## src/design/lphm_pkg.sv

```systemverilog
// ----------------------------------------------------------------------------
// lphm_pkg
// Shared constants and types of the linear probing hash map: request and
// status codes, key width and the controller states.
// ----------------------------------------------------------------------------
package lphm_pkg;

  localparam int KEY_W    = 32;
  localparam int ACTION_W = 2;
  localparam int STATUS_W = 2;

  localparam logic [ACTION_W-1:0] ACT_INSERT = 2'd0;
  localparam logic [ACTION_W-1:0] ACT_LOOKUP = 2'd1;
  localparam logic [ACTION_W-1:0] ACT_REMOVE = 2'd2;

  localparam logic [STATUS_W-1:0] STAT_OK     = 2'd0;
  localparam logic [STATUS_W-1:0] STAT_ABSENT = 2'd1;
  localparam logic [STATUS_W-1:0] STAT_FULL   = 2'd2;

  typedef enum logic [2:0] {
    ST_CLEAR,
    ST_IDLE,
    ST_HASH,
    ST_PROBE,
    ST_ERASE,
    ST_DONE
  } state_t;

endpackage

```

## src/design/lphm_home.sv

```systemverilog
// ----------------------------------------------------------------------------
// lphm_home
// Home slot unit: key modulo the table size. A power-of-two table registers the
// low key bits; any other size reduces four key bits a cycle.
// ----------------------------------------------------------------------------
module lphm_home #(
  parameter int TABLE_SLOTS = 1024,
  localparam int IDX_W = $clog2(TABLE_SLOTS)
) (
  input  logic                       clk,
  input  logic                       rst,
  input  logic                       start,
  input  logic [lphm_pkg::KEY_W-1:0] key,
  output logic                       done,
  output logic [IDX_W-1:0]           home
);
  import lphm_pkg::*;

  localparam bit IS_POW2 = (TABLE_SLOTS & (TABLE_SLOTS - 1)) == 0;

  generate
    if (IS_POW2) begin : g_pow2
      always_ff @(posedge clk) begin
        if (rst) begin
          done <= 1'b0;
        end else begin
          done <= start;
        end
      end

      always_ff @(posedge clk) begin
        if (start) begin
          home <= key[IDX_W-1:0];
        end
      end
    end else begin : g_serial
      localparam int NIB_STEPS = KEY_W / 4;
      localparam int CNT_W     = $clog2(NIB_STEPS);
      localparam int T_W       = IDX_W + 4;
      localparam logic [CNT_W-1:0] CNT_LAST = CNT_W'(NIB_STEPS - 1);

      logic             busy;
      logic [CNT_W-1:0] cnt;
      logic [KEY_W-1:0] shift;
      logic [IDX_W-1:0] rem;
      logic [T_W-1:0]   red;

      always_comb begin
        logic [T_W-1:0] sub;
        red = {rem, shift[KEY_W-1 -: 4]};
        for (int s = 3; s >= 0; s--) begin
          sub = T_W'(TABLE_SLOTS) << s;
          if (red >= sub) begin
            red = red - sub;
          end
        end
      end

      always_ff @(posedge clk) begin
        if (rst) begin
          busy <= 1'b0;
          done <= 1'b0;
        end else begin
          done <= 1'b0;
          if (start) begin
            busy <= 1'b1;
          end else if (busy && cnt == CNT_LAST) begin
            busy <= 1'b0;
            done <= 1'b1;
          end
        end
      end

      always_ff @(posedge clk) begin
        if (start) begin
          rem   <= '0;
          shift <= key;
          cnt   <= '0;
        end else if (busy) begin
          rem   <= red[IDX_W-1:0];
          shift <= shift << 4;
          cnt   <= cnt + 1'b1;
        end
      end

      assign home = rem;
    end
  endgenerate

endmodule

```

## config.mk

```make
export PLATFORM = sky130hd
export DESIGN_NAME = lphm_home
export DESIGN_NICKNAME = d
export VERILOG_FILES = /design/src/design/lphm_pkg.sv /design/src/design/lphm_home.sv
export SDC_FILE = /design/constraint.sdc
export NUM_CORES = 1
export LEC_CHECK = 0
export ABC_AREA = 0
export BUFFER_PORTS_ARGS = -buffer_cell sky130_fd_sc_hd__buf_2
export CORE_AREA = 5 5 42 44
export CTS_BUF_LIST = sky130_fd_sc_hd__clkbuf_2 sky130_fd_sc_hd__clkbuf_4 sky130_fd_sc_hd__clkbuf_8
export CTS_CLUSTER_SIZE = 16
export DETAILED_ROUTE_END_ITERATION = 6
export DIE_AREA = 0 0 47 49
export GPL_TIMING_DRIVEN = 1
export PLACE_DENSITY = 0.68
export SLEW_MARGIN = 20
export SYNTH_ARGS = -nofsm -noshare
export SYNTH_HDL_FRONTEND = slang
export SYNTH_SLANG_ARGS = --single-unit
```

## constraint.sdc

```tcl
create_clock -name clk -period 0.9 [get_ports clk]
set_clock_uncertainty 0.05 [all_clocks]
set_input_delay 0.09 -clock clk [delete_from_list [all_inputs] [get_ports clk]]
set_output_delay 0.09 -clock clk [all_outputs]
set_load 0.05 [all_outputs]
```

; ---- Word level (Yosys, flattened, before mapping)
; Index checks and enable logic that the tools add are counted.
[totals]
reg_bits = 11
in_bits = 35
out_inout_bits = 11
wordCells = 2

; ---- Longest topological paths before layout
[logic_depth]
depth_word = 0
ltp_mapped = 1

; ---- Worst setup path before layout
; No wires, ideal clock.
[synth_timing]
kind = register -> output
start = register home[0]
end = output port home[0]
arrival_time_ns = 0.601
required_time_ns = 0.760
setup_slack_ns = 0.159
path_stages_with_launch = 1
n_path_buf = 0
cell_sequence = edfxtp_1
[synth_lines]
columns = element, line_no
row1 = from (decl), lphm_home.sv:15  ; output logic [IDX_W-1:0] home
row2 = from (signal assigned), lphm_home.sv:33  ; home <= key[IDX_W-1:0];
; No word-level cell between the ends.

; ---- Final worst setup path
[layout_timing]
start = register home[4]
end = output port home[4]
; No word-level cell between the ends.

==> results_dict.tcl <==
set metrics [dict create \
    critical_path_class "reg -> out" \
    ant_nets 0 \
    grt_max_degree 12 \
    critPathSlowestCell "edfxtp_1" \
    cellPowerDensity_nw_per_um2 1850 \
    ir_drop_mv 0.881 \
    gp_congestion 0.555 \
    coreArea_um2 1400 \
    cts_made_buffers 3 \
    crit_chain "buf_6" \
    wire_per_inst_um 11.9 \
    fmax_mhz 1050 \
    synth_area_um2 334 \
    crit_family "flip-flops" \
    postRouteWirelength_um 784 \
    tightest_slew_ns 0.239 \
    via_per_inst 3.82 \
    grt.total_usage_pct 7.29 \
    grt_pass1_vias 260 \
    synth_cells 12 \
    max_cap_viol_count 0 \
    synth.ff_latch_count 11 \
    setup_viol 10 \
    path_clk_slew_ns 0.07 \
    outcome "finished with violations" \
    dp_slack_ns 0.193 \
    fin_nets 86 \
    setup_tns_ns -0.420 \
    yosys_warnings 0 \
    root_buffer "clkbuf_4" \
    die-height_um 49 \
    critPathRequiredTime_ns 0.76 \
    cts_max_level 1 \
    yosys.area.top_type_share_pct 89.9 \
    slew_violations 0 \
    drc_errors 0 \
    clk_path_buf_depth 2 \
    antenna_cells 0 \
    min_period_over_period_pct 106 \
    dr.pass1.iters 2 \
    violations "setup timing" \
    critical_path.max_fanout 1 \
    relSlewSlack_pct 84.1 \
    crit_path_end_kind "output port" \
    hold_viol 0 \
    die_w_um 47 \
    antenna_found_initial 0 \
    setup_ws_ns -0.0554 \
    hp-class "in -> reg" \
    dp_cells 51 \
    areaGrowthSynthToFinish_pct 103 \
    pin_count 46 \
    cts_tree "done" \
    initial_core_util_pct 23.8 \
    portBuffers 23 \
    avgSynthCellArea_um2 27.8 \
    post_cts_buffers 0 \
    synth_cell_types 3 \
    cts.sinks 11 \
    path_buf_inv 1 \
    syn_nets 47 \
    overflow 0 \
    grt_pass1_wl_um 1150 \
    num_rows 14 \
    min_period_ns 0.955 \
    drt_iter0_drc 5 \
    layout-drive-gt1-share_pct 58.0 \
    yosysSeqAreaShare_pct 95.9 \
    arrival_ns 0.82 \
    slowest_delay_ns 0.39 \
    rsz0062_at_grt "yes" \
    p_leak_nw 0.292 \
    synth_top_area_cell "edfxtp_1" \
    die-area_um2 2300 \
    synth_area_leaders "edfxtp_1, dfxtp_1, nor2b_4" \
    vias 252 \
    cp-start-kind "register" \
    final_cells 66 \
]
[power by group]
part,internal [W],switching (W)
logic,0.000122,0.000171
clock network,0.000201,0.000147
registers,0.000601,0.0000165
total,0.000925,0.000335
[sequential cells by signal, indices dropped and copies added, names as in the netlist]
signal  flops
done        1
home       10
[area by class of cell]
cell class / instances / area [µm²]
Fill cell: 124 / 722
Sequential cell: 11 / 322
Timing Repair Buffer: 34 / 294
Clock buffer: 4 / 30.0
Tap cell: 16 / 20.0
Multi-Input combinational cell: 1 / 13.8
[per-layer routing]
layer | track usage [%] | routed length, µm | vias up
met1 | 7.37 | 270 | 119
li1 | - | - | 122
met2 | 12.2 | 445 | 11
met5 | 0 | 0 | -
met4 | 4.15 | 0 | 0
met3 | 2.58 | 68 | 0
[through the flow]
| stage | instance area (µm²) | hold WS, ns | total power [W] | util, % |
|---|---|---|---|---|
| after floorplan | 334 | 0.104 | 0.000764 | - |
| after global placement | 469 | 0.217 | 0.000829 | 33.5 |
| after detailed placement | 469 | 0.218 | 0.000831 | 33.5 |
| after CTS | 678 | 0.145 | 0.00128 | 48.4 |
| after global routing | 679 | 0.149 | 0.00131 | 48.5 |
| final | 679 | 0.148 | 0.00126 | 48.5 |
[repair_timing]
action                                 4_1_cts  5_1_grt
endpoints found under the hold margin       11        0
hold buffers                                11        0
setup endpoints to repair                   11       11
gates resized for setup                     22        1
[path summary, 6_finish.rpt]
kind,depth (start not counted),endpoint,from,slack [ns]
setup / recovery,1,home[4],home[4]$_DFFE_PP_,-0.06
hold / removal,2,done$_SDFF_PP0_,start,0.15
[cells by family after synthesis]
family,synth area share (%)
DFF,95.9
and+or+nand+nor,4.12
[cells in the mapped netlist]
| cell type | count |
|---|---|
| edfxtp_1 | 10 |
| dfxtp_1 | 1 |
| nor2b_4 | 1 |
[placed cells by master, fill, tap and decap left out]
cell           instances
clkbuf_4               4
dfxtp_2                1
buf_6                 11
buf_2                 12
edfxtp_1              10
nor2b_4                1
dlygate4sd3_1         11
Note: power is estimated with default switching activity, not from simulation.
